`src/rtl/fca_pkg.sv`:
```
// Shared types and constants for the FAT cluster chain addresser.
package fca_pkg;

    localparam logic [15:0] FAT12_END  = 16'h0FF8;
    localparam logic [15:0] FAT16_END  = 16'hFFF8;
    localparam logic [15:0] FAT12_MASK = 16'h0FFF;
    localparam logic [15:0] ODD_BIT    = 16'h0001;

    localparam logic [3:0] SHIFT_MIN = 4'd9;
    localparam logic [3:0] SHIFT_MAX = 4'd12;

    localparam int CFG_IDX_W = 4;

    localparam logic [CFG_IDX_W-1:0] REG_FAT_TYPE        = 4'd0;
    localparam logic [CFG_IDX_W-1:0] REG_PARTITION_START = 4'd1;
    localparam logic [CFG_IDX_W-1:0] REG_RESERVED_COUNT  = 4'd2;
    localparam logic [CFG_IDX_W-1:0] REG_TABLE_COPIES    = 4'd3;
    localparam logic [CFG_IDX_W-1:0] REG_TABLE_LENGTH    = 4'd4;
    localparam logic [CFG_IDX_W-1:0] REG_CLUSTER_SECTORS = 4'd5;
    localparam logic [CFG_IDX_W-1:0] REG_SECTOR_LOG2     = 4'd6;
    localparam logic [CFG_IDX_W-1:0] REG_ROOT_ENTRIES    = 4'd7;

    localparam logic        RST_FAT_TYPE        = 1'b0;
    localparam logic [31:0] RST_PARTITION_START = 32'd0;
    localparam logic [15:0] RST_RESERVED_COUNT  = 16'd1;
    localparam logic [2:0]  RST_TABLE_COPIES    = 3'd2;
    localparam logic [15:0] RST_TABLE_LENGTH    = 16'd9;
    localparam logic [7:0]  RST_CLUSTER_SECTORS = 8'd1;
    localparam logic [3:0]  RST_SECTOR_LOG2     = 4'd9;
    localparam logic [15:0] RST_ROOT_ENTRIES    = 16'd224;

    // cycles for the derived geometry to catch up after a register write
    localparam logic [1:0] SETTLE_CYCLES = 2'd2;

    typedef struct packed {
        logic        fat16;
        logic [31:0] first_table;
        logic [31:0] data_base;   // root + root_len - 2 * cluster_sectors
        logic [1:0]  shift_sel;   // sector size log2 minus 9, clamped
        logic [7:0]  cluster_sectors;
    } geom_t;

    typedef struct packed {
        logic        mode;
        logic [15:0] start_cluster;
        logic [15:0] table_word;
    } item_t;

    typedef struct packed {
        logic [15:0] cluster;
        logic [31:0] prev_sector;
        logic        last_valid;
    } walk_state_t;

    typedef struct packed {
        logic [15:0] cluster_now;
        logic        chain_end;
        logic [31:0] table_sector;
        logic [11:0] entry_offset;
        logic [31:0] data_sector;
        logic        reload_table;
    } result_t;

endpackage

```
`src/rtl/fca_cfg.sv`:
```
// Configuration registers and the volume geometry derived from them.
module fca_cfg (
    input  logic                          aclk,
    input  logic                          aresetn,
    input  logic                          cfg_valid,
    output logic                          cfg_ready,
    input  logic [fca_pkg::CFG_IDX_W-1:0] cfg_index,
    input  logic [31:0]                   cfg_data,
    output fca_pkg::geom_t                geom,
    output logic                          busy
);
    import fca_pkg::*;

    logic        fat_type_reg;
    logic [31:0] part_start_reg;
    logic [15:0] rsvd_reg;
    logic [2:0]  copies_reg;
    logic [15:0] tlen_reg;
    logic [7:0]  csec_reg;
    logic [3:0]  ssl_reg;
    logic [15:0] rec_reg;

    logic [31:0] first_table_reg;
    logic [31:0] root_part_reg;
    logic [1:0]  sel_reg;
    logic [31:0] data_base_reg;
    logic [1:0]  settle_reg;
    logic [1:0]  settle_next;

    logic [1:0]  sel_next;
    logic [18:0] fat_area;
    logic [11:0] root_len;
    logic [31:0] root_part_next;

    logic wr;

    assign cfg_ready = 1'b1;
    assign wr        = cfg_valid && cfg_ready;

    always_ff @(posedge aclk) begin
        if (!aresetn) begin
            fat_type_reg   <= RST_FAT_TYPE;
            part_start_reg <= RST_PARTITION_START;
            rsvd_reg       <= RST_RESERVED_COUNT;
            copies_reg     <= RST_TABLE_COPIES;
            tlen_reg       <= RST_TABLE_LENGTH;
            csec_reg       <= RST_CLUSTER_SECTORS;
            ssl_reg        <= RST_SECTOR_LOG2;
            rec_reg        <= RST_ROOT_ENTRIES;
        end else if (wr) begin
            case (cfg_index)
                REG_FAT_TYPE:        fat_type_reg   <= cfg_data[0];
                REG_PARTITION_START: part_start_reg <= cfg_data;
                REG_RESERVED_COUNT:  rsvd_reg       <= cfg_data[15:0];
                REG_TABLE_COPIES:    copies_reg     <= cfg_data[2:0];
                REG_TABLE_LENGTH:    tlen_reg       <= cfg_data[15:0];
                REG_CLUSTER_SECTORS: csec_reg       <= cfg_data[7:0];
                REG_SECTOR_LOG2:     ssl_reg        <= cfg_data[3:0];
                REG_ROOT_ENTRIES:    rec_reg        <= cfg_data[15:0];
                default: ;
            endcase
        end
    end

    always_comb begin
        if (ssl_reg < SHIFT_MIN) begin
            sel_next = 2'd0;
        end else if (ssl_reg > SHIFT_MAX) begin
            sel_next = 2'd3;
        end else begin
            sel_next = 2'(ssl_reg - SHIFT_MIN);
        end
        fat_area = 19'(copies_reg) * 19'(tlen_reg);
        // 32-byte entries: (entries * 32) >> log2 == entries >> (log2 - 5)
        root_len = 12'(rec_reg >> (4'd4 + 4'(sel_next)));
        root_part_next = 32'(fat_area) + 32'(root_len) - 32'({csec_reg, 1'b0});
    end

    // two register steps keep the sums short; geometry is free-running
    always_ff @(posedge aclk) begin
        first_table_reg <= part_start_reg + 32'(rsvd_reg);
        root_part_reg   <= root_part_next;
        sel_reg         <= sel_next;
        data_base_reg   <= first_table_reg + root_part_reg;
    end

    always_comb begin
        if (wr) begin
            settle_next = SETTLE_CYCLES;
        end else if (settle_reg != 2'd0) begin
            settle_next = settle_reg - 2'd1;
        end else begin
            settle_next = settle_reg;
        end
    end

    always_ff @(posedge aclk) begin
        if (!aresetn) begin
            settle_reg <= SETTLE_CYCLES;
        end else begin
            settle_reg <= settle_next;
        end
    end

    assign busy = (settle_reg != 2'd0);

    always_comb begin
        geom.fat16           = fat_type_reg;
        geom.first_table     = first_table_reg;
        geom.data_base       = data_base_reg;
        geom.shift_sel       = sel_reg;
        geom.cluster_sectors = csec_reg;
    end

endmodule

```
`src/rtl/fca_step.sv`:
```
// One chain link: decode the next cluster and address its table entry and data.
module fca_step (
    input  fca_pkg::geom_t       geom,
    input  fca_pkg::item_t       item,
    input  fca_pkg::walk_state_t state,
    output fca_pkg::result_t     res,
    output fca_pkg::walk_state_t state_next
);
    import fca_pkg::*;

    logic [15:0] c;
    logic        at_end;
    logic [16:0] offs;
    logic [3:0]  shamt;
    logic [11:0] off_mask;
    logic [31:0] tsec;
    logic [23:0] span;
    logic [31:0] dsec;

    always_comb begin
        if (!item.mode) begin
            c = item.start_cluster;
        end else if (geom.fat16) begin
            c = item.table_word;
        end else if ((state.cluster & ODD_BIT) != 16'd0) begin
            c = item.table_word >> 4;
        end else begin
            c = item.table_word & FAT12_MASK;
        end

        at_end = geom.fat16 ? (c >= FAT16_END) : (c >= FAT12_END);

        // FAT12 entries are 1.5 bytes, FAT16 entries 2 bytes
        offs     = geom.fat16 ? {c, 1'b0} : (17'(c) + 17'(c[15:1]));
        shamt    = SHIFT_MIN + 4'(geom.shift_sel);
        off_mask = (12'd1 << shamt) - 12'd1;
        tsec     = geom.first_table + 32'(offs >> shamt);
        span     = 24'(c) * 24'(geom.cluster_sectors);
        dsec     = geom.data_base + 32'(span);

        res.cluster_now = c;
        res.chain_end   = at_end;
        state_next.cluster = c;
        if (at_end) begin
            res.table_sector  = 32'd0;
            res.entry_offset  = 12'd0;
            res.data_sector   = 32'd0;
            res.reload_table  = 1'b0;
            state_next.prev_sector = state.prev_sector;
            state_next.last_valid  = item.mode && state.last_valid;
        end else begin
            res.table_sector  = tsec;
            res.entry_offset  = offs[11:0] & off_mask;
            res.data_sector   = dsec;
            res.reload_table  = !(item.mode && state.last_valid)
                                || (state.prev_sector != tsec);
            state_next.prev_sector = tsec;
            state_next.last_valid  = 1'b1;
        end
    end

endmodule

```
`src/rtl/fat_cluster_chain_addresser.sv`:
```
// Top level of the FAT12/FAT16 cluster chain addresser.
//
//   channel  direction  handshake            payload
//   s_       in         s_valid / s_ready    mode, start_cluster, table_word
//   m_       out        m_valid / m_ready    cluster, end flag, sectors, offset, reload
//   cfg_     in         cfg_valid/cfg_ready  cfg_index, cfg_data
//
// One beat per cycle sustained while m_ready is high and the geometry is settled; a beat's result
// is loaded via the input register, then link logic into the result register.
// The walk state updates when a beat moves into the result register, so back-to-back
// links chain through it with no bubble.
// After reset and after each register write, s_ready stays low while the derived volume
// geometry settles. A stalled m_ side holds both stages.
module fat_cluster_chain_addresser (
    input  logic                          aclk,
    input  logic                          aresetn,

    input  logic                          s_valid,
    output logic                          s_ready,
    input  logic                          s_mode,
    input  logic [15:0]                   s_start_cluster,
    input  logic [15:0]                   s_table_word,

    output logic                          m_valid,
    input  logic                          m_ready,
    output logic [15:0]                   m_cluster_now,
    output logic                          m_chain_end,
    output logic [31:0]                   m_table_sector,
    output logic [11:0]                   m_entry_offset,
    output logic [31:0]                   m_data_sector,
    output logic                          m_reload_table,

    input  logic                          cfg_valid,
    output logic                          cfg_ready,
    input  logic [fca_pkg::CFG_IDX_W-1:0] cfg_index,
    input  logic [31:0]                   cfg_data
);
    import fca_pkg::*;

    geom_t       geom;
    logic        cfg_busy;

    logic        in_valid_reg;
    item_t       in_item_reg;
    logic        out_valid_reg;
    logic        out_valid_next;
    result_t     out_res_reg;

    walk_state_t walk_reg;
    walk_state_t walk_next;
    result_t     step_res;
    item_t       s_item;

    logic        advance;

    fca_cfg u_cfg (
        .aclk      (aclk),
        .aresetn   (aresetn),
        .cfg_valid (cfg_valid),
        .cfg_ready (cfg_ready),
        .cfg_index (cfg_index),
        .cfg_data  (cfg_data),
        .geom      (geom),
        .busy      (cfg_busy)
    );

    fca_step u_step (
        .geom       (geom),
        .item       (in_item_reg),
        .state      (walk_reg),
        .res        (step_res),
        .state_next (walk_next)
    );

    assign advance = in_valid_reg && (!out_valid_reg || m_ready);
    assign s_ready = !cfg_busy && (!in_valid_reg || advance);

    always_comb begin
        s_item.mode          = s_mode;
        s_item.start_cluster = s_start_cluster;
        s_item.table_word    = s_table_word;
    end

    always_comb begin
        if (advance) begin
            out_valid_next = 1'b1;
        end else if (m_ready) begin
            out_valid_next = 1'b0;
        end else begin
            out_valid_next = out_valid_reg;
        end
    end

    always_ff @(posedge aclk) begin
        if (!aresetn) begin
            in_valid_reg  <= 1'b0;
            out_valid_reg <= 1'b0;
            walk_reg      <= '0;
        end else begin
            if (s_ready) begin
                in_valid_reg <= s_valid;
            end else if (advance) begin
                in_valid_reg <= 1'b0;
            end
            out_valid_reg <= out_valid_next;
            if (advance) begin
                walk_reg <= walk_next;
            end
        end
    end

    always_ff @(posedge aclk) begin
        if (s_valid && s_ready) begin
            in_item_reg <= s_item;
        end
        if (advance) begin
            out_res_reg <= step_res;
        end
    end

    assign m_valid        = out_valid_reg;
    assign m_cluster_now  = out_res_reg.cluster_now;
    assign m_chain_end    = out_res_reg.chain_end;
    assign m_table_sector = out_res_reg.table_sector;
    assign m_entry_offset = out_res_reg.entry_offset;
    assign m_data_sector  = out_res_reg.data_sector;
    assign m_reload_table = out_res_reg.reload_table;

    // an ended chain carries no addresses
    a_end_zero : assert property (@(posedge aclk) disable iff (!aresetn)
        m_valid && m_chain_end |->
            m_table_sector == 32'd0 && m_data_sector == 32'd0 && !m_reload_table)
        else $error("ended chain result carries addresses");

    // a live link leaves its table sector as the last one read
    a_last_sector : assert property (@(posedge aclk) disable iff (!aresetn)
        advance && !step_res.chain_end |=>
            walk_reg.last_valid && walk_reg.prev_sector == m_table_sector)
        else $error("last table sector not tracked");

    a_adv_out : assert property (@(posedge aclk) disable iff (!aresetn)
        advance |=> m_valid)
        else $error("advanced beat lost");

    // smallest sector keeps the offset below 512
    a_offset_range : assert property (@(posedge aclk) disable iff (!aresetn)
        m_valid && geom.shift_sel == 2'd0 |-> m_entry_offset[11:9] == 3'd0)
        else $error("entry offset beyond sector");

endmodule
```
`config.mk`:
```
export PLATFORM = sky130hd
export DESIGN_NAME = fat_cluster_chain_addresser
export DESIGN_NICKNAME = d
export VERILOG_FILES = /design/src/rtl/fca_pkg.sv /design/src/rtl/fca_cfg.sv /design/src/rtl/fca_step.sv /design/src/rtl/fat_cluster_chain_addresser.sv
export SDC_FILE = /design/constraint.sdc
export NUM_CORES = 1
export LEC_CHECK = 0
export BUFFER_PORTS_ARGS = -buffer_cell sky130_fd_sc_hd__buf_2
export CAP_MARGIN = 5
export CORE_MARGIN = 2
export CORE_UTILIZATION = 57
export DETAILED_ROUTE_END_ITERATION = 6
export PLACE_DENSITY = 0.83
export SLEW_MARGIN = 40
export SYNTH_ARGS = -nofsm -noshare
export SYNTH_HDL_FRONTEND = slang
export SYNTH_HIERARCHICAL = 1
export SYNTH_SLANG_ARGS = --single-unit
```
`constraint.sdc`:
```
create_clock -name aclk -period 19 [get_ports aclk]
set_clock_uncertainty 0.1 [all_clocks]
set_input_delay 0.95 -clock aclk [delete_from_list [all_inputs] [get_ports aclk]]
set_output_delay 0.95 -clock aclk [all_outputs]
set_load 0.05 [all_outputs]
```
; ---- Word level (Yosys, flattened, before mapping)
; Cells that the tools add are included.
[totals]
latch_bits = 0
inputBits = 74
wordCells = 96
rom_bits = 0
output_inout_bits = 97
ram_bits = 0
regBits = 359
mem_count = 0
[classes]
eq_ne = 8
mux = 12
div = 0
add_sub_neg = 12
bitwise_logic = 3
n_reduce_logical = 25
n_shift = 3
magnitude_cmp = 4
multipliers = 2
[ops]
columns = operator, n
row1 = 32-bit adder, 2
row2 = 32-bit by 16-bit adder with 32-bit output, 1
row3 = 32-bit by 24-bit adder with 32-bit output, 1
row4 = 16-bit two-way mux, 2
row5 = 32-bit inequality test, 1
row6 = 17-bit by 4-bit right shift with 32-bit output, 1
row7 = 32-bit by 9-bit subtractor with 32-bit output, 1
row8 = 16-bit by 8-bit multiplier with 24-bit output, 1
row9 = 19-bit by 12-bit adder with 20-bit output, 1
row10 = 3-bit by 16-bit multiplier with 19-bit output, 1
row11 = 2-bit AND reduction, 9
row12 = 16-bit by 15-bit adder with 17-bit output, 1
row13 = 17-bit two-way mux, 1
row14 = 4-bit by 3-bit equality test with 1-bit output (second input constant), 4
row15 = 16-bit by 12-bit greater-or-equal comparator with 1-bit output (second input constant), 1
row16 = 16-bit greater-or-equal comparator (second input constant), 1
row17 = 16-bit by 4-bit right shift with 12-bit output, 1
row18 = 12-bit AND, 1
row19 = 12-bit two-way mux, 1
row20 = 1-bit by 4-bit << shifter with 12-bit output (first input constant), 1
row21 = 12-bit by 1-bit subtractor with 12-bit output (second input constant), 1
row22 = 4-bit by 2-bit equality test with 1-bit output (second input constant), 2
row23 = 1-bit two-way mux, 6
row24 = 2-bit nonzero test, 3
row25 = other kinds (13), 24

; ---- Logic depth before layout (Yosys ltp)
[depth]
ltp_word = 9
ltp_mapped = 30

; ---- Modules after synthesis
; Netlist, hierarchy kept.
[modules_own_cells]
columns = module, area_per_inst_um2, instances, seq_area_each_um2, cells_each
row1 = fca_cfg, 10615.2, 1, 3623.5, 1241
row2 = fca_step, 9296.4, 1, 0.0, 1259
row3 = fat_cluster_chain_addresser, 5906.9, 1, 4834.6, 350

; ---- Least setup slack after synthesis
; No wires, ideal clock.
[synth_path]
path_type = register to register
start = reg in_item_reg[32] in the netlist's numbering
end = reg out_res_reg, in the netlist m_reload_table (data pin)
stages_incl_launch_ff = 29
path_buffers = 4
period_less_slack_ns = 7.142
path_slack_ns = 11.858
arrival_time_ns = 6.766
setup_time_ns = 0.276
cell_sequence = edfxtp_1 > buf_2 > buf_2 > buf_1 > a21oi_1 > clkbuf_1 > ha_1 > fa_1 > nor2b_1 > o31a_1 > o221a_4 > o21a_4 > a221o_2 > xnor2_2 > mux4_2 > a21oi_1 > a211o_1 > ha_1 > inv_1 > fa_1 > nor2b_1 > o2111ai_1 > a21oi_2 > o21ai_2 > nor3_1 > xor2_1 > a2111o_1 > nor4_1 > a41oi_1
[synth_rtl]
columns = element, line_no
row1 = from (decl), fat_cluster_chain_addresser.sv:44  ; item_t in_item_reg;
row2 = from (signal assigned), fat_cluster_chain_addresser.sv:114  ; in_item_reg <= s_item;
row3 = to (signal assigned), fat_cluster_chain_addresser.sv:117  ; out_res_reg <= step_res;
row4 = to (decl), fat_cluster_chain_addresser.sv:47  ; result_t out_res_reg;

==> qor.log <==
[power_and_ir_drop] power share of the sequential group 0.344
[clock_network] TritonCTS Buffers 40
[route] overall via count from detail_route 20300
[worst_setup_path] kind of end point of the critical path flop
[worst_setup_path] type of the setup path with the least slack flop to flop
[floorplan] Core Footprint 0.0433 mm²
[yosys] net count after synthesis 3169
[sta] count of endpoints failing hold in the final timing report 0
[yosys] synthesized netlist cell count 2775
[sta] setup repair after global routing missed its margin no
[power_and_ir_drop] Clock Power Share 0.322
[place] Final Wtd Congestion 0.918
[clock_network] Sinks on Clock Net 344
[grt] overall fraction of global-route tracks in use 0.282
[hold_path] worst min path class flop to flop
[grt] antenna violations before repair 1
[sta] minimum period implied by the final worst setup slack 7790 ps
[sta] post-route clock period utilization 0.410
[clock_network] clock tree root buffer cell sky130_fd_sc_hd__clkbuf_16
[clock_network] clk slew on worst S/H paths 70 ps
[place] HPWL Detailed 49000 µm
[clock_network] post-CTS setup buffer count 0
[power_and_ir_drop] leak pwr 12.1 nW
[layout] share of cells above drive strength 1 0.105
[sta] worst slew pin tran 828 ps
[clock_network] insertion delay of the later-clocked pin in the worst-skew pair 590 ps
[floorplan] overall die width 214 µm
[worst_setup_path] delay of the slowest cell on the worst path 650 ps
[job] Max Cap Violations 0
[worst_setup_path] startpoint type of the worst setup path flop
[floorplan] number of rows in the core area 76
[worst_setup_path] count of buffer and inverter cells on the critical path 3
[layout] layout overhead on the synthesized area 10.6%
[yosys] synth warn 6
[sta] final-layout setup total negative slack 0 ps
[sta] number of pins with negative max-slew slack in the final report 0
[route] detailed-route DRC error count 0
[layout] footprint of the multi-input gates 0.0155 mm²
[clock_network] post-CTS sizing 0
[yosys] area of the mapped netlist 0.0251 mm²
[floorplan] initial standard-cell utilization of the core 0.581
[clock_network] number of buffers added to fix hold violations after cts 0
[layout] nets 3291
[clock_network] Clock H-tree levels 2
[route] average detailed-routed wire length per instance 18.5 µm
[worst_setup_path] required time of the worst setup path 19200 ps
[power_and_ir_drop] relative contribution of combinational cells to total power 0.334
[worst_setup_path] cell at the slowest stage of the critical path sky130_fd_sc_hd__edfxtp_1
[sta] relative slew slack 0.447
[worst_setup_path] worst-path maximum fanout 18
[sta] maximum frequency from static timing analysis 0.128 GHz
[layout] flip-flop count of the largest register, all copies and words added 34
[route] number of iterations in the first detailed-routing pass 7
[power_and_ir_drop] switching share of power 0.341
[layout] FILL cells 3512
[route] final WL 65100 µm
[floorplan] total die area 0.0458 mm²
[yosys] Post-Synthesis Mean Instance Area 9.06 µm²
[worst_setup_path] cell class contributing the biggest share of worst-path delay compound AO/OA/AOI/OAI gates
[route] via-per-instance ratio 5.79
[floorplan] Top-Level Pins 171
[floorplan] height of the chip 214 µm
[power_and_ir_drop] IR Drop Worst-Case VDD 69.7 µV
[place] Cell Area, Placed 0.0264 mm²
[grt] first-pass GRT wire length 104000 µm
[power_and_ir_drop] overall power of the completed layout 2.56 mW
[clock_network] clk buf depth 3
[layout] cell area after layout 0.0278 mm²
[run_status] run status finished clean
[grt] maximum number of pins on one net before global-route repair 108
[grt] number of global-route vias before repair 20100
[worst_setup_path] Crit path arrival time 7990 ps
[clock_network] clock tree from TritonCTS built
[route] remaining antenna violation count after routing 0
[sta] final count of negative-setup-slack endpoints 0
[layout] footprint of the flip-flops and latches 0.00816 mm²
[place] input/output buffers 169
[route] detailed router's first-iteration violation count 1479
[power_and_ir_drop] PD cells 91.9 mW/mm²
[grt] sum of overflow across all layers after global routing 0
[power_and_ir_drop] power spent charging and discharging nets 871 µW
[power_and_ir_drop] internal power contribution 1.69 mW
[path summary, 6_finish.rpt]
check | end | start | cells after the start | slack [ps]
setup / recovery | m_reload_table | in_item_reg[32] | 26 | 11210
hold / removal | u_cfg/first_table_reg[31] | u_cfg/part_start_reg[31] | 1 | 340
setup reg to reg | m_reload_table | in_item_reg[32] | 26 | 11210
hold reg to reg | u_cfg/first_table_reg[31] | u_cfg/part_start_reg[31] | 1 | 340
[final cells by class]
cell class | instances | area share
antenna | 1 | 0.0000900
sequential | 344 | 0.293
timing repair buffer | 192 | 0.0374
multi-input combinational | 2071 | 0.558
inverter | 248 | 0.0335
tap | 585 | 0.0263
clock inverter | 19 | 0.00945
clock buffer | 53 | 0.0415
[placed cells by master, fill, tap and decap left out, types with 10 or more instances in the layout]
cell type and n:
sky130_fd_sc_hd__nand2_1 440, sky130_fd_sc_hd__inv_1 247, sky130_fd_sc_hd__dfxtp_1 213, sky130_fd_sc_hd__nor2_1 188, sky130_fd_sc_hd__ha_1 178, sky130_fd_sc_hd__buf_2 168
sky130_fd_sc_hd__fa_1 142, sky130_fd_sc_hd__a21oi_1 140, sky130_fd_sc_hd__edfxtp_1 127, sky130_fd_sc_hd__and2_1 95, sky130_fd_sc_hd__xnor2_1 95, sky130_fd_sc_hd__mux2i_1 72
sky130_fd_sc_hd__a21boi_0 72, sky130_fd_sc_hd__o21ai_0 72, sky130_fd_sc_hd__xor2_1 68, sky130_fd_sc_hd__nand3_1 53, sky130_fd_sc_hd__a21o_1 44, sky130_fd_sc_hd__clkbuf_16 43
sky130_fd_sc_hd__nor3_1 42, sky130_fd_sc_hd__nor2b_1 34, sky130_fd_sc_hd__nand2b_1 20, sky130_fd_sc_hd__and3_1 20, sky130_fd_sc_hd__buf_4 19, sky130_fd_sc_hd__nand4_1 19
sky130_fd_sc_hd__o21a_1 18, sky130_fd_sc_hd__a211oi_1 18, sky130_fd_sc_hd__o21bai_1 17, sky130_fd_sc_hd__a31oi_1 14, sky130_fd_sc_hd__o211ai_1 13, sky130_fd_sc_hd__nor3b_1 11
sky130_fd_sc_hd__nor4_1 11, sky130_fd_sc_hd__a21oi_2 10
[metal layers]
metal / GRT usage / vias up / wire [µm]
li1: - / 9645 / -
met1: 0.374 / 9827 / 28200
met2: 0.471 / 739 / 30500
met3: 0.0403 / 120 / 4300
met4: 0.103 / 2 / 2030
met5: 0 / - / 13
[power by group through the flow]
stage | clock network (mW) | registers, mW | logic (mW)
global placement | 0 | 0.894 | 0.800
detailed placement | 0 | 0.895 | 0.835
CTS | 0.836 | 0.879 | 0.841
finish | 0.822 | 0.880 | 0.853
floorplan | 0 | 0.890 | 0.641
global route | 0.863 | 0.885 | 0.953
[metrics by stage]
| step | instances | util | worst slack [ps] | hold slack (ps) |
|---|---|---|---|---|
| after floorplan | 2775 | - | 11870 | 320 |
| after global placement | 3439 | 0.609 | 10980 | 342 |
| after detailed placement | 3440 | 0.610 | 11250 | 341 |
| after CTS | 3512 | 0.642 | 11200 | 346 |
| after global routing | 3512 | 0.643 | 10730 | 355 |
| final | 3513 | 0.643 | 11210 | 345 |
Power figures use the tool's default switching activity.
